## config.mk

```make
export PLATFORM = sky130hd
export DESIGN_NAME = wmad_back
export DESIGN_NICKNAME = d
export VERILOG_FILES = /design/src/wmad_pkg.sv /design/src/wmad_back.sv
export VERILOG_INCLUDE_DIRS = /design/src /design/src/src
export SDC_FILE = /design/constraint.sdc
export NUM_CORES = 1
export LEC_CHECK = 0
export BUFFER_PORTS_ARGS = -buffer_cell sky130_fd_sc_hd__buf_2
export CORE_ASPECT_RATIO = 0.9
export CORE_UTILIZATION = 50
export DETAILED_ROUTE_END_ITERATION = 8
export PLACE_DENSITY = 0.72
export SLEW_MARGIN = 20
export SYNTH_ARGS = -nofsm -noshare
export SYNTH_HDL_FRONTEND = slang
export SYNTH_SLANG_ARGS = --single-unit
```

## constraint.sdc

```tcl
create_clock -name clk -period 3.9 [get_ports clk]
set_input_delay 0.975 -clock clk [delete_from_list [all_inputs] [get_ports clk]]
set_output_delay 0.975 -clock clk [all_outputs]
set_load 0.005 [all_outputs]
```

## src/assert_macros.svh

```systemverilog
// Assertion macros shared by the weighted mean distance RTL.
`ifndef ASSERT_MACROS_SVH
`define ASSERT_MACROS_SVH

// Same-cycle implication, disabled while reset is asserted.
`define ASSERT_IMP(lbl, clk, rst_n, ante, cons, msg) \
    lbl: assert property (@(posedge clk) disable iff (!rst_n) (ante) |-> (cons)) \
        else $error(msg);

// Next-cycle implication, disabled while reset is asserted.
`define ASSERT_NXT(lbl, clk, rst_n, ante, cons, msg) \
    lbl: assert property (@(posedge clk) disable iff (!rst_n) (ante) |=> (cons)) \
        else $error(msg);

`endif

```

## src/wmad_pkg.sv

```systemverilog
// Shared types and constants of the weighted mean distance block.
`timescale 1ns / 1ps

package wmad_pkg;

    localparam int IN_W      = 96;
    localparam int OUT_W     = 32;
    localparam int CNT_W     = 9;
    localparam int WGT_W     = 24;
    localparam int VAL_W     = 32;
    localparam int WSUM_W    = 32;
    localparam int DSUM_W    = 49;
    localparam int PROD_W    = 40;
    localparam int Q_DEPTH   = 4;
    localparam int QPTR_W    = 2;
    localparam int QCNT_W    = 3;

    localparam logic [CNT_W-1:0]        COUNT_MAX     = 9'd511;
    localparam logic [WGT_W-1:0]        WEIGHT_ONE    = 24'd65536;
    localparam logic signed [VAL_W-1:0] MISSING_LIMIT = -32'sd655294464;

    // Item kinds carried on tuser of the slave side
    localparam logic ACT_LOAD = 1'b0;
    localparam logic ACT_PAIR = 1'b1;

    // End-of-vector job handed from the front end to the divider
    typedef struct packed {
        logic [DSUM_W-1:0] num;
        logic [WSUM_W-1:0] den;
        logic [CNT_W-1:0]  count;
        logic              no_data;
    } fin_t;

endpackage

```

## src/wmad_back.sv

```systemverilog
// Back end: radix-2 quotient unit and output register.
`timescale 1ns / 1ps
`include "assert_macros.svh"

module wmad_back (
    input  logic                         clk,
    input  logic                         rst_n,
    input  wmad_pkg::fin_t               head,
    input  logic [wmad_pkg::QCNT_W-1:0]  q_count,
    output logic                         pop,
    output logic                         m_tvalid,
    input  logic                         m_tready,
    output logic [wmad_pkg::OUT_W-1:0]   m_tdata,
    output logic                         m_tuser
);
    import wmad_pkg::*;

    typedef enum logic [2:0] {
        ST_IDLE = 3'b001,
        ST_DIV  = 3'b010,
        ST_OUT  = 3'b100
    } state_t;

    state_t           state_reg, state_next;
    logic [31:0]      rem_reg, rem_next;
    logic [31:0]      quo_reg, quo_next;
    logic [31:0]      den_reg, den_next;
    logic [4:0]       step_reg, step_next;
    logic [OUT_W-1:0] out_data_reg, out_data_next;
    logic             out_nd_reg, out_nd_next;

    logic [32:0] trial;
    logic        ge;
    logic        ovf;

    always_comb
    begin
        trial = {rem_reg, quo_reg[31]};
        ge    = (trial >= {1'b0, den_reg});
        // Quotient of 2^16 or more saturates
        ovf   = (head.num >= {1'b0, head.den, 16'b0});

        state_next    = state_reg;
        rem_next      = rem_reg;
        quo_next      = quo_reg;
        den_next      = den_reg;
        step_next     = step_reg;
        out_data_next = out_data_reg;
        out_nd_next   = out_nd_reg;
        pop           = 1'b0;

        case (state_reg)
            ST_IDLE:
            begin
                if (q_count != '0)
                begin
                    pop         = 1'b1;
                    out_nd_next = head.no_data;
                    if (head.no_data)
                    begin
                        out_data_next = {7'b0, head.count, 16'b0};
                        state_next    = ST_OUT;
                    end
                    else if (ovf)
                    begin
                        out_data_next = '1;
                        state_next    = ST_OUT;
                    end
                    else
                    begin
                        rem_next   = head.num[47:16];
                        quo_next   = {head.num[15:0], 16'b0};
                        den_next   = head.den;
                        step_next  = '0;
                        state_next = ST_DIV;
                    end
                end
            end
            ST_DIV:
            begin
                rem_next  = ge ? 32'(trial - {1'b0, den_reg}) : trial[31:0];
                quo_next  = {quo_reg[30:0], ge};
                step_next = step_reg + 1'b1;
                if (step_reg == 5'd31)
                begin
                    out_data_next = {quo_reg[30:0], ge};
                    state_next    = ST_OUT;
                end
            end
            ST_OUT:
            begin
                if (m_tready)
                    state_next = ST_IDLE;
            end
            default:
            begin
                state_next = ST_IDLE;
            end
        endcase
    end

    assign m_tvalid = (state_reg == ST_OUT);
    assign m_tdata  = out_data_reg;
    assign m_tuser  = out_nd_reg;

    always_ff @(posedge clk)
    begin
        rem_reg      <= rem_next;
        quo_reg      <= quo_next;
        den_reg      <= den_next;
        step_reg     <= step_next;
        out_data_reg <= out_data_next;
        out_nd_reg   <= out_nd_next;
    end

    always_ff @(posedge clk or negedge rst_n)
    begin
        if (!rst_n)
            state_reg <= ST_IDLE;
        else
            state_reg <= state_next;
    end

    `ASSERT_IMP(a_pop_idle, clk, rst_n, pop, state_reg == ST_IDLE, "pop while busy")
    `ASSERT_IMP(a_nodata_whole, clk, rst_n, m_tvalid && m_tuser, m_tdata[15:0] == '0, "count result has fraction")

endmodule

```

==> results.md <==
* Initial DRC count at 452
* Antenna violation net count after detailed routing at 0
* Final hold vios at 0
* Die Span X at between 100 and 150 um
* TritonCTS clock tree: yes
* LEAKAGE at approximately 4.5 nW
* Synth area leaders: edfxtp_1 49%, ha_1 10%, nand2_1 7.0%
* Core Area at roughly 16000 um^2
* Pre-antenna DRT Iters at 8
* CTS root buf: clkbuf_16
* PD cells at approximately 580 nW/um^2
* Seq cells post-synth at 137
* Max Clk Rate at between 0.2 and 0.3 GHz
* Drt drc at 0
* Worst path arrival time at roughly 3400 ps
* Slew Limit Fails at 0
* Drt wl/cell at between 15 and 20 um
* Status: completed
* Top-area cell type share of the netlist area at 0.492
* Total Power at 5.61 mW
* Synth top cells by count: 152 x nand2_1, 134 x edfxtp_1, 96 x inv_1
* Setup slack, reg-to-reg at roughly 680 ps
* Worst R2R Start: den_reg[2]
* Vias at ~6.4k
* Largest net degree at the start of global routing at 60
* Post-synth top area cell: edfxtp_1
* Worst-case clock buffer depth at 2
* RSZ-0062 raised after global routing: false
* Mapped Cells at 817
* Mapped cell area at 8180 um^2
* GRT Residual Overflow at 0
* Clock sink count at between 100 and 150
* Setup Total Neg Slack at 0 ps
* Post-CTS Setup Inserts at 0
* Fin crit period at roughly 3400 ps
* CTS clk-pin slew, worst paths at around 50 ps
* Mapped Nets at roughly 980
* Unique masters post-synth at around 60
* GRT Overall Usage at 0.234
* Number of global-route vias before repair at 6102
* Synthesized area per cell at roughly 10 um^2
* Starting Density at 0.521
* CP peak stage delay at 840 ps
* CP Capture Type: flop
* CP Class: in2reg
* Actual slew at the worst max-slew pin at 1050 ps
* VDD IR-drop max at between 0.0003 and 0.0004 V
* Area growth syn-to-layout at 18.9%
* Max-cap violations at 0
* Crit share post-route at 0.865
* Sequential share of the synthesized area at 0.501
* Most common cell in the netlist: nand2_1
* Async SR Flop Fraction at 0.0219
* Placed Instance Area at a little over 9000 um^2
* Startpoint types: input pin
* Die H at approximately 120 um
* Finished Cell Area at 9730 um^2
* CTS Hold Buffers Added at 0
* Final WL at between 15000 and 20000 um
* Die area at between 15000 and 20000 um^2
* CP Data Required Time at ~4000 ps
* Net count, final at between 1k and 1.5k
* Routability cong. at about 0.87
* Final setup viols at 0
* Hold/Removal Path Class: in2async
* DR vias/cell at 5.49
* Post_cts resized at 0
* CTS Buf Count at 17
* Worst reg2reg endpoint: rem_reg[31]
* Share of layout cells above drive strength 1 at 0.189
* CTS H-tree depth at 4
* First-pass GRT wire length at ~30000 um
* CP max-delay cell: o21ai_4
* Top_reg_cell synth: edfxtp_1
* I/O Pins at about 130
* DP HPWL at ~14000 um
* CP Cell Sequence: buf_2 > inv_1 > ha_1 > nor4b_1 > nand2_1 > nor4_1 > nand4_1 > and3b_1 > and4b_1 > o21ai_4
* Ys Warns at 0
* Post-synth EDFFs at between 100 and 150
* Site row count at between 40 and 50
* Cells on worst reg2reg path at 11
* Slew Limit Headroom at 0.295
* Largest fanout on the critical path at 32
* Skew final at roughly 7.7 ps
* Fin util at 0.619
* Port buffer count at around 130
* Initial antenna violation count at 0
* Clock latency on the worst-skew pair at around 420 ps
* Antenna Cells at 0
## how the worst max path moves through the flow
stage / cells past startpoint / from / slack, ps / endpoint
floorplan: 9 / head[13] / 190 / quo_reg[0]
global placement: 14 / head[24] / 150 / den_reg[18]
detailed placement: 10 / head[13] / 90 / m_tdata[6]
CTS: 10 / head[13] / 520 / m_tdata[24]
global route: 10 / head[13] / 260 / m_tdata[2]
finish: 10 / head[13] / 530 / m_tdata[23]
## stage by stage
| step | hold slack, ps | cells | setup WS, ps |
|---|---|---|---|
| 2_1_floorplan | 495 | 817 | 193 |
| 3_3_place_gp | 505 | 1131 | 146 |
| 3_5_place_dp | 506 | 1131 | 91.4 |
| 4_1_cts | 333 | 1162 | 518 |
| 5_1_grt | 339 | 1162 | 256 |
| 6_report | 348 | 1162 | 528 |
## critical path, delay by kind of cell
kind | cells | cell delay (ps)
buffers and inverters | 2 | 120
AOI/OAI and AO/OA | 1 | 840
adders and majority gates | 1 | 290
and+or+nand+nor | 6 | 1150
## cell usage in the layout (no fill, tap or decap), drive strengths merged, types with 9 or more instances in the layout
cell type,n
xor2,15
buf,141
clkbuf,17
xnor2,15
nor2,39
edfxtp,134
nand4,13
nor3,9
a21o,21
a31oi,12
nand2,152
nand3,12
inv,99
o21ai,59
mux2i,21
ha,66
a21oi,41
## power by group
part           total [mW]  internal [mW]  switching, mW
combinational        1.73          0.674           1.06
sequential           2.14           2.03          0.115
clock                1.74           1.12          0.616
total                5.61           3.83           1.79
## final cells by class
type,count,area (um^2)
fillers,1318,5980
clock buffers,17,425
well taps,202,253
repair buffers,141,768
flip-flops and latches,137,4100
multi-input cells,554,3620
clock inverters,14,203
inverters,97,364
## logic make-up (layout without fill, tap and decap cells)
logic type | count (synthesis) | in the layout | share of synthesized area
adder cells (fa/ha/maj) | 67 | 67 | 0.103
XOR/XNOR | 30 | 30 | 0.0321
multiplexers | 21 | 21 | 0.0257
AND/OR/NAND/NOR | 260 | 260 | 0.141
buffers and inverters | 126 | 269 | 0.0612
flip-flops | 137 | 137 | 0.501
AO/OA/AOI/OAI | 176 | 176 | 0.136
## metal layers
| layer | share of wire | vias up | track usage |
|---|---|---|---|
| met2 | 0.46 | 226 | 0.373 |
| met4 | 0.014 | 0 | 0.0652 |
| met5 | 0 | - | 0 |
| met3 | 0.062 | 27 | 0.0504 |
| li1 | - | 3160 | - |
| met1 | 0.47 | 2968 | 0.323 |
No activity file was read; power rests on OpenSTA's default activity.
