File: src/assert_macros.svh
// Assertion macros shared by the weighted mean distance RTL.
`ifndef ASSERT_MACROS_SVH
`define ASSERT_MACROS_SVH

// Same-cycle implication, disabled while reset is asserted.
`define ASSERT_IMP(lbl, clk, rst_n, ante, cons, msg) \
    lbl: assert property (@(posedge clk) disable iff (!rst_n) (ante) |-> (cons)) \
        else $error(msg);

// Next-cycle implication, disabled while reset is asserted.
`define ASSERT_NXT(lbl, clk, rst_n, ante, cons, msg) \
    lbl: assert property (@(posedge clk) disable iff (!rst_n) (ante) |=> (cons)) \
        else $error(msg);

`endif

File: src/wmad_pkg.sv
// Shared types and constants of the weighted mean distance block.
`timescale 1ns / 1ps

package wmad_pkg;

    localparam int IN_W      = 96;
    localparam int OUT_W     = 32;
    localparam int CNT_W     = 9;
    localparam int WGT_W     = 24;
    localparam int VAL_W     = 32;
    localparam int WSUM_W    = 32;
    localparam int DSUM_W    = 49;
    localparam int PROD_W    = 40;
    localparam int Q_DEPTH   = 4;
    localparam int QPTR_W    = 2;
    localparam int QCNT_W    = 3;

    localparam logic [CNT_W-1:0]        COUNT_MAX     = 9'd511;
    localparam logic [WGT_W-1:0]        WEIGHT_ONE    = 24'd65536;
    localparam logic signed [VAL_W-1:0] MISSING_LIMIT = -32'sd655294464;

    // Item kinds carried on tuser of the slave side
    localparam logic ACT_LOAD = 1'b0;
    localparam logic ACT_PAIR = 1'b1;

    // End-of-vector job handed from the front end to the divider
    typedef struct packed {
        logic [DSUM_W-1:0] num;
        logic [WSUM_W-1:0] den;
        logic [CNT_W-1:0]  count;
        logic              no_data;
    } fin_t;

endpackage

File: src/wmad_queue.sv
// Short queue of end-of-vector jobs between front end and divider.
`timescale 1ns / 1ps
`include "assert_macros.svh"

module wmad_queue (
    input  logic                        clk,
    input  logic                        rst_n,
    input  logic                        push,
    input  wmad_pkg::fin_t              push_data,
    input  logic                        pop,
    output wmad_pkg::fin_t              head,
    output logic [wmad_pkg::QCNT_W-1:0] count
);
    import wmad_pkg::*;

    fin_t              entry_reg [Q_DEPTH];
    logic [QPTR_W-1:0] wr_ptr_reg, rd_ptr_reg;
    logic [QCNT_W-1:0] count_reg, count_next;

    always_comb
    begin
        head       = entry_reg[rd_ptr_reg];
        count      = count_reg;
        count_next = count_reg;
        if (push && !pop)
            count_next = count_reg + 1'b1;
        else if (pop && !push)
            count_next = count_reg - 1'b1;
    end

    always_ff @(posedge clk)
    begin
        if (push)
            entry_reg[wr_ptr_reg] <= push_data;
    end

    always_ff @(posedge clk or negedge rst_n)
    begin
        if (!rst_n)
        begin
            wr_ptr_reg <= '0;
            rd_ptr_reg <= '0;
            count_reg  <= '0;
        end
        else
        begin
            if (push)
                wr_ptr_reg <= wr_ptr_reg + 1'b1;
            if (pop)
                rd_ptr_reg <= rd_ptr_reg + 1'b1;
            count_reg <= count_next;
        end
    end

    `ASSERT_IMP(a_pop_nonempty, clk, rst_n, pop, count_reg != '0, "pop from empty queue")
    `ASSERT_IMP(a_count_bound, clk, rst_n, 1'b1, count_reg <= QCNT_W'(Q_DEPTH), "queue overfilled")

endmodule

File: config.mk
export PLATFORM = sky130hd
export DESIGN_NAME = wmad_queue
export DESIGN_NICKNAME = d
export VERILOG_FILES = /design/src/wmad_pkg.sv /design/src/wmad_queue.sv
export VERILOG_INCLUDE_DIRS = /design/src /design/src/src
export SDC_FILE = /design/constraint.sdc
export NUM_CORES = 1
export LEC_CHECK = 0
export BUFFER_PORTS_ARGS = -buffer_cell sky130_fd_sc_hd__buf_2
export CORE_UTILIZATION = 40
export CTS_BUF_LIST = sky130_fd_sc_hd__clkbuf_16
export CTS_CLUSTER_DIAMETER = 60
export DETAILED_ROUTE_END_ITERATION = 8
export GPL_TIMING_DRIVEN = 1
export SLEW_MARGIN = 20
export SYNTH_ARGS = -nofsm -noshare
export SYNTH_HDL_FRONTEND = slang
export SYNTH_SLANG_ARGS = --single-unit
export TNS_END_PERCENT = 1
File: constraint.sdc
create_clock -name clk -period 9.7 [get_ports clk]
set_clock_uncertainty 0.15 [all_clocks]
set_input_delay 0.485 -clock clk [delete_from_list [all_inputs] [get_ports clk]]
set_output_delay 0.485 -clock clk [all_outputs]
set_load 0.02 [all_outputs]
==> results.sh, run 1 <==
export IMPL_power_switching_fraction_pct=30.7
export IMPL_cts_inserted_buffers=39
export IMPL_critical_path_arrival_ns=3.32
export IMPL_hpwl_um=14500
export IMPL_clk_transition_reported_paths_ns=0.06
export IMPL_sequential_element_share_of_the_synthesized_area_pct=82.2
export IMPL_register_share_of_total_power_pct=44.0
export IMPL_wirelength_um=24800
export IMPL_num_nets_final=824
export IMPL_crit_path_end_kind="output port"
export IMPL_clkLatencyLatePin_ns=0.49
export IMPL_post_cts_setup_buffer_count=0
export IMPL_cts_sinks=371
export IMPL_synth_area_um2=13500
export IMPL_power_combinational_fraction_pct=28.6
export IMPL_pin_count_of_the_biggest_net_entering_global_routing=66
export IMPL_utilization_of_the_core_after_routing_pct=49.2
export IMPL_finalInstanceArea_um2=16200
export IMPL_synthesis_stage_register_bit_count=371
export IMPL_grt_overflow_total=0
export IMPL_synth_compound_area_share_pct=0.0370
export IMPL_layout_common_cells="sky130_fd_sc_hd__edfxtp_1 (364), sky130_fd_sc_hd__buf_2 (188), sky130_fd_sc_hd__mux4_2 (91)"
export IMPL_initial_utilization_pct=41.1
export IMPL_floorplan_io_pins=189
export IMPL_coreArea_um2=32900
export IMPL_total_leakage_power_nw=5.53
export IMPL_dieArea_um2=34500
export IMPL_wl_per_cell_um=20.7
export IMPL_max_slew_margin_pct=31.3
export IMPL_yosys_area_share_adder_pct=0.611
export IMPL_timing_final_max_slew_violations=0
export IMPL_dp_cells=1123
export IMPL_grt_antenna_before_repair=4
export IMPL_flow_area_growth_from_synthesis_pct=19.6
export IMPL_post_route_drc_count=0
export IMPL_post_layout_nonfiller_instances=1196
export IMPL_ir_drop_v=0.000201
export IMPL_area_used_by_sequential_logic_in_the_layout_um2=11100
export IMPL_clock_tree_buffer_depth=3
export IMPL_crit_path_top_delay_cell="sky130_fd_sc_hd__dfrtp_4"
export IMPL_synth_simple_gate_area_share_pct=0.269
export IMPL_multi_input_comb_area_um2=2250
export IMPL_detailed_route_vias_per_instance=5.01
export IMPL_timing_critical_path_slowest_cell_delay_ns=1.05
export IMPL_gp_routability_congestion=0.723
export IMPL_cts_repair_resized=0
export IMPL_timing_worst_setup_path_type="reg2out"
export IMPL_power_frac_clock_pct=27.4
export IMPL_critical_path_required_ns=9.07
export IMPL_worst_setup_path_start_kind="register"
export IMPL_netlist_instances=507
export IMPL_postSynthNetCount=608
export IMPL_p_int_mw=3.55
export IMPL_dr_first_iter_drc_count=280
export IMPL_crit_chain="buf_4 > mux4_2 > buf_2"
export IMPL_critical_path_n_buffers_inverters=2
export IMPL_die_h_um=186
export IMPL_fin_tns_setup_ns=0
export IMPL_grt_first_pass_wirelength_um=37700
export IMPL_drt_antenna_violating_nets=0
export IMPL_drt_first_pass_iters=4
export IMPL_nFillCells=2700
export IMPL_final_common_cell="sky130_fd_sc_hd__edfxtp_1"
export IMPL_detailroute_via_count=5995
export IMPL_clk_root_buf="sky130_fd_sc_hd__clkbuf_16"
export IMPL_grt_usage_pct=14.7
export IMPL_post_synth_xor_area_fraction_pct=0.389
export IMPL_run_status="complete, no violations"
export IMPL_cts_tree="yes"
export IMPL_timing_hold_violations_final=0
export IMPL_timing_critical_path_max_delay_family="buffers and inverters"
export IMPL_max_slew_worst_pin_slew_ns=1.03
export IMPL_synth_lib_cells_used_distinct=17
export IMPL_std_cell_rows=66
export IMPL_power_net_switching_mw=1.57
export IMPL_finalSetupViolations=0
export IMPL_chipWidth_um=186
export IMPL_synth_top_family_by_area="multiplexers"
export IMPL_grt_pass1_vias=6615
export IMPL_synth_mux_area_share_pct=15.3
export IMPL_placedInstanceArea_um2=14900
export IMPL_post_route_cells_drive_above_1_share_pct=45.7
export IMPL_max_cap_violations=0
export IMPL_post_cts_hold_fix_bufs=1
export IMPL_min_period_over_period_pct=40.8
export IMPL_power_density_nw_per_um2=317
export IMPL_postSynthAreaPerCell_um2=26.7
export IMPL_cts_htree_levels=2
export IMPL_fmax_mhz=253
export IMPL_final_period_minus_worst_setup_slack_ns=3.96
export IMPL_critical_path_peak_fanout=48
export IMPL_hold_path_class="in2reg"
export IMPL_rsz0062_at_grt="false"
export IMPL_synthesis_warnings=0
export IMPL_port_buffers=188
export IMPL_largest_reg_flops=364
## through the flow
step,setup WS [ns],power [mW],hold slack [ns]
6_report,5.74,5.12,0.0397
2_1_floorplan,6.36,3.33,0.0394
3_3_place_gp,6.12,3.77,0.176
4_1_cts,5.54,5.22,0.0176
5_1_grt,5.40,5.37,0.0241
3_5_place_dp,6.09,3.81,0.184
## worst register-to-register path: cells and delay by family (launching register included)
kind,cells,cell delay [ns]
adders and majority gates,1,0.15
buffers and inverters,2,0.93
DFF,1,0.42
and+or+nand+nor,1,0.42
## routing by layer
metal	wire length (µm)	GRT usage, %	share of wire (%)
met5	13	0	0.052
met4	384	3.97	1.5
met3	1580	3.99	6.4
met2	13200	26.3	53
met1	9600	17.4	39
## cell usage after synthesis
master	n	share of area, %
sky130_fd_sc_hd__buf_4	2	0.11
sky130_fd_sc_hd__fa_1	1	0.15
sky130_fd_sc_hd__inv_1	4	0.11
sky130_fd_sc_hd__dfrtp_1	7	1.3
sky130_fd_sc_hd__and2_1	4	0.19
sky130_fd_sc_hd__o21ai_0	1	0.037
sky130_fd_sc_hd__edfxtp_1	364	81
sky130_fd_sc_hd__buf_2	9	0.33
sky130_fd_sc_hd__mux4_2	91	15
sky130_fd_sc_hd__nor2_1	1	0.028
sky130_fd_sc_hd__buf_6	8	0.67
sky130_fd_sc_hd__clkbuf_1	1	0.028
sky130_fd_sc_hd__nand2_1	2	0.056
sky130_fd_sc_hd__ha_1	5	0.46
sky130_fd_sc_hd__xor2_1	4	0.26
sky130_fd_sc_hd__mux2_2	1	0.083
sky130_fd_sc_hd__xnor2_1	2	0.13
## cell families (layout without fill, tap and decap cells)
group,after synthesis,in the layout
DFF,371,371
adders and majority gates,6,6
xor gates and xnor gates,6,6
muxes,92,92
and+or+nand+nor,7,7
AOI/OAI and AO/OA,1,1
buffers and inverters,24,269
other,0,2
## area by class of cell
type                            count  area share, %
Multi-Input combinational cell    112           13.9
Clock inverter                     29           1.26
Sequential cell                   371           68.8
Antenna cell                        2         0.0310
Tap cell                          442           3.42
Inverter                            4         0.0929
Clock buffer                       41           6.35
Timing Repair Buffer              195           6.16
## power by group through the flow
stage | clock network, mW | logic (mW) | registers [mW]
2_1_floorplan | 0 | 1.12 | 2.21
3_3_place_gp | 0 | 1.50 | 2.28
3_5_place_dp | 0 | 1.51 | 2.30
4_1_cts | 1.44 | 1.52 | 2.27
5_1_grt | 1.50 | 1.58 | 2.29
6_report | 1.40 | 1.47 | 2.25
## worst paths after layout
check | end | start | depth (start not counted) | slack, ns
hold reg to reg | count[2] | count[2] | 1 | 0.35
max in group asynchronous | rd_ptr_reg[1] | rst_n | 2 | 9.00
setup reg to reg | entry_reg[0][82] | wr_ptr_reg[0] | 4 | 7.14
setup / recovery | head[42] | rd_ptr_reg[0] | 3 | 5.74
min in group asynchronous | count[1] | rst_n | 2 | 0.21
hold / removal | entry_reg[0][46] | push_data[46] | 1 | 0.04
(Power assumes the default switching activity.)
==> run 2: changes to the inputs <==
ABC_AREA = 1   (was not set)
clock period = 3.95 ns   (was 9.7 ns; I/O delays follow)
==> run 2 against run 1 <==
Against the previous run: sequential share of layout area decreased by 8.6 points; critical path type unchanged; synthesized area increased by 11%; cell area increased by 14%; combinational power increased to 3.3 times the previous value; die area increased by 11%; critical endpoint is now head[50].
==> results.sh, run 2 <==
export IMPL_drt_antenna_violating_nets=0
export IMPL_p_int_mw=8.83
export IMPL_cts_tree="yes"
export IMPL_regToRegEndpoint="entry_reg[2][43]"
export IMPL_synthesis_stage_register_bit_count=371
export IMPL_clk_root_buf="sky130_fd_sc_hd__clkbuf_16"
export IMPL_critical_path_peak_fanout=75
export IMPL_holdPathStages=2
export IMPL_critical_path_arrival_ns=2.39
export IMPL_cts_inserted_buffers=40
export IMPL_rsz0062_at_grt="false"
export IMPL_cts_repair_resized=0
export IMPL_final_period_minus_worst_setup_slack_ns=2.74
export IMPL_grt_usage_pct=16.0
export IMPL_max_slew_worst_pin_slew_ns=0.849
export IMPL_final_common_cell="sky130_fd_sc_hd__edfxtp_1"
export IMPL_power_switching_fraction_pct=36.6
export IMPL_timing_final_max_slew_violations=0
export IMPL_synth_flop_cell="sky130_fd_sc_hd__edfxtp_1"
export IMPL_fin_total_pwr_mw=13.9
export IMPL_finalSetupViolations=0
export IMPL_hpwl_um=16900
export IMPL_worst_r2r_path_depth=5
export IMPL_ys_async_rst_share_pct=1.89
export IMPL_netlist_instances=1108
export IMPL_gp_routability_congestion=0.711
export IMPL_min_period_over_period_pct=69.2
export IMPL_drt_first_pass_iters=5
export IMPL_detailed_route_vias_per_instance=4.72
export IMPL_clkLatencyLatePin_ns=0.52
export IMPL_whs_endpoint="entry_reg[3][90]"
export IMPL_grt_antenna_before_repair=1
export IMPL_timing_hold_violations_final=0
export IMPL_std_cell_rows=70
export IMPL_preCtsSetupSlack_ns=1.72
export IMPL_power_density_nw_per_um2=755
export IMPL_run_status="complete, no violations"
export IMPL_dieArea_um2=38400
export IMPL_synth_lib_cells_used_distinct=16
export IMPL_synth_area_leaders="sky130_fd_sc_hd__edfxtp_1 (73%), sky130_fd_sc_hd__o211ai_1 (8.4%), sky130_fd_sc_hd__nand2_1 (7.1%)"
export IMPL_power_frac_clock_pct=25.6
export IMPL_coreArea_um2=36800
export IMPL_register_share_of_total_power_pct=39.2
export IMPL_fin_tns_setup_ns=0
export IMPL_grt_pass1_vias=8960
export IMPL_largest_reg_flops=364
export IMPL_detailroute_via_count=8892
export IMPL_flow_area_growth_from_synthesis_pct=22.8
export IMPL_timing_worst_setup_path_type="reg2out"
export IMPL_max_slew_margin_pct=43.4
export IMPL_synth_top_area_cell="sky130_fd_sc_hd__edfxtp_1"
export IMPL_timing_final_ws_setup_ns=1.21
export IMPL_power_net_switching_mw=5.10
export IMPL_synth_area_um2=15000
export IMPL_placedInstanceArea_um2=16200
export IMPL_die_h_um=196
export IMPL_post_route_cells_drive_above_1_share_pct=19.8
export IMPL_chipWidth_um=196
export IMPL_synth_edff_count=364
export IMPL_critical_path_required_ns=3.60
export IMPL_pin_count_of_the_biggest_net_entering_global_routing=76
export IMPL_dr_first_iter_drc_count=358
export IMPL_finalInstanceArea_um2=18500
export IMPL_initial_utilization_pct=40.9
export IMPL_hold_path_class="in2reg"
export IMPL_port_buffers=188
export IMPL_ff2ff_setup_slack_ns=1.75
export IMPL_wl_per_cell_um=15.9
export IMPL_post_synth_top_count_cell="sky130_fd_sc_hd__edfxtp_1"
export IMPL_synthesis_warnings=0
export IMPL_ir_drop_v=0.000476
export IMPL_max_cap_violations=0
export IMPL_floorplan_io_pins=189
export IMPL_wirelength_um=30100
export IMPL_num_nets_final=1488
export IMPL_worst_setup_path_start_kind="register"
export IMPL_postSynthAreaPerCell_um2=13.6
export IMPL_clk_transition_reported_paths_ns=0.05
export IMPL_power_combinational_fraction_pct=35.3
export IMPL_clock_tree_buffer_depth=3
export IMPL_grt_first_pass_wirelength_um=47400
export IMPL_cts_htree_levels=2
export IMPL_r2r_start="wr_ptr_reg[0]"
export IMPL_grt_overflow_total=0
export IMPL_postSynthNetCount=1209
export IMPL_layout_common_cells="sky130_fd_sc_hd__edfxtp_1 (364), sky130_fd_sc_hd__nand2_1 (286), sky130_fd_sc_hd__inv_1 (198)"
export IMPL_synth_top_cells_by_count="sky130_fd_sc_hd__edfxtp_1 (364), sky130_fd_sc_hd__nand2_1 (286), sky130_fd_sc_hd__inv_1 (194)"
export IMPL_launch_instance_of_the_worst_min_delay_path="push_data[90]"
export IMPL_post_route_drc_count=0
export IMPL_fmax_mhz=366
export IMPL_netlist_area_leader_share_pct=72.7
export IMPL_total_leakage_power_nw=7.44
export IMPL_crit_path_end_kind="output port"
export IMPL_sequential_element_share_of_the_synthesized_area_pct=73.9
export IMPL_cts_sinks=371
[run 2: cell types whose count changed in the layout (fill, tap and decap cells not counted), moves of 2 or more]
cell | before | now
sky130_fd_sc_hd__buf_4 | 6 | 8
sky130_fd_sc_hd__clkinv_2 | 6 | 8
sky130_fd_sc_hd__mux4_2 | 91 | 0
sky130_fd_sc_hd__o211ai_1 | 0 | 168
sky130_fd_sc_hd__o211ai_2 | 0 | 14
sky130_fd_sc_hd__inv_1 | 12 | 198
sky130_fd_sc_hd__dlygate4sd3_1 | 1 | 95
sky130_fd_sc_hd__clkinv_1 | 10 | 7
sky130_fd_sc_hd__nand2_1 | 2 | 286
sky130_fd_sc_hd__inv_4 | 0 | 5
sky130_fd_sc_hd__buf_12 | 0 | 8
sky130_fd_sc_hd__and2_4 | 4 | 0
[run 2: stage by stage]
step	std cells	hold WS [ns]	util [%]
after floorplan	1108	-0.248	-
after global placement	1718	-0.106	44.2
after detailed placement	1718	-0.101	44.2
after CTS	1884	0.240	50.2
after global routing	1885	0.262	50.2
final	1885	0.276	50.2
[run 2: layout make-up]
class / instances / area, µm²
Tap cell: 468 / 586
Sequential cell: 371 / 11100
Clock inverter: 30 / 236
Clock buffer: 41 / 1030
Timing Repair Buffer: 299 / 2110
Multi-Input combinational cell: 481 / 2640
Fill cell: 3180 / 18300
Inverter: 194 / 741
Antenna cell: 1 / 2.50
[run 2: cell families (layout without fill, tap and decap cells)]
logic type                 after synthesis  after routing  share of synthesized area [%]
buffers and inverters                  256            564                           8.52
xor gates and xnor gates                 4              4                          0.233
adders and majority gates                6              6                          0.549
AOI/OAI and AO/OA                      183            183                           9.59
DFF                                    371            371                           73.9
other                                    0              1                              0
and+or+nand+nor                        288            288                           7.22
[run 2: power by group through the flow]
stage	clock, mW	sequential, mW	combinational (mW)
after CTS	3.66	5.47	5.03
after global routing	3.79	5.53	5.44
after floorplan	0	5.44	3.68
after global placement	0	5.53	4.88
after detailed placement	0	5.55	4.93
final	3.56	5.46	4.91
[run 2: how the worst max path moves through the flow]
stage / startpoint / end / slack, ns / cells past startpoint
3_5_place_dp: rd_ptr_reg[0] / head[23] / 1.72 / 5
5_1_grt: rd_ptr_reg[0] / head[23] / 1.01 / 5
4_1_cts: rd_ptr_reg[0] / head[23] / 1.15 / 5
2_1_floorplan: wr_ptr_reg[0] / entry_reg[2][0] / 0.91 / 4
6_report: rd_ptr_reg[0] / head[50] / 1.21 / 5
3_3_place_gp: rd_ptr_reg[1] / head[23] / 1.75 / 5
[run 2: layer usage]
| metal | vias up | share of wire [%] | track usage, % |
|---|---|---|---|
| met3 | 42 | 4.1 | 2.91 |
| met5 | - | 0 | 0 |
| li1 | 4413 | - | - |
| met1 | 4279 | 45 | 20.6 |
| met4 | 0 | 2.1 | 4.95 |
| met2 | 158 | 49 | 27.4 |
[run 2: worst max-delay path, cell delays in order, from the launching register on]
cell	delay [ns]
sky130_fd_sc_hd__dfrtp_4	0.98
sky130_fd_sc_hd__buf_4	0.41
sky130_fd_sc_hd__nand2_1	0.09
sky130_fd_sc_hd__o211ai_1	0.10
sky130_fd_sc_hd__nand2_1	0.10
sky130_fd_sc_hd__buf_2	0.16
[run 2: what timing repair did]
action                    CTS  global route
hold endpoints to repair  376             0
hold buffers               95             0
buffers inserted            0             0
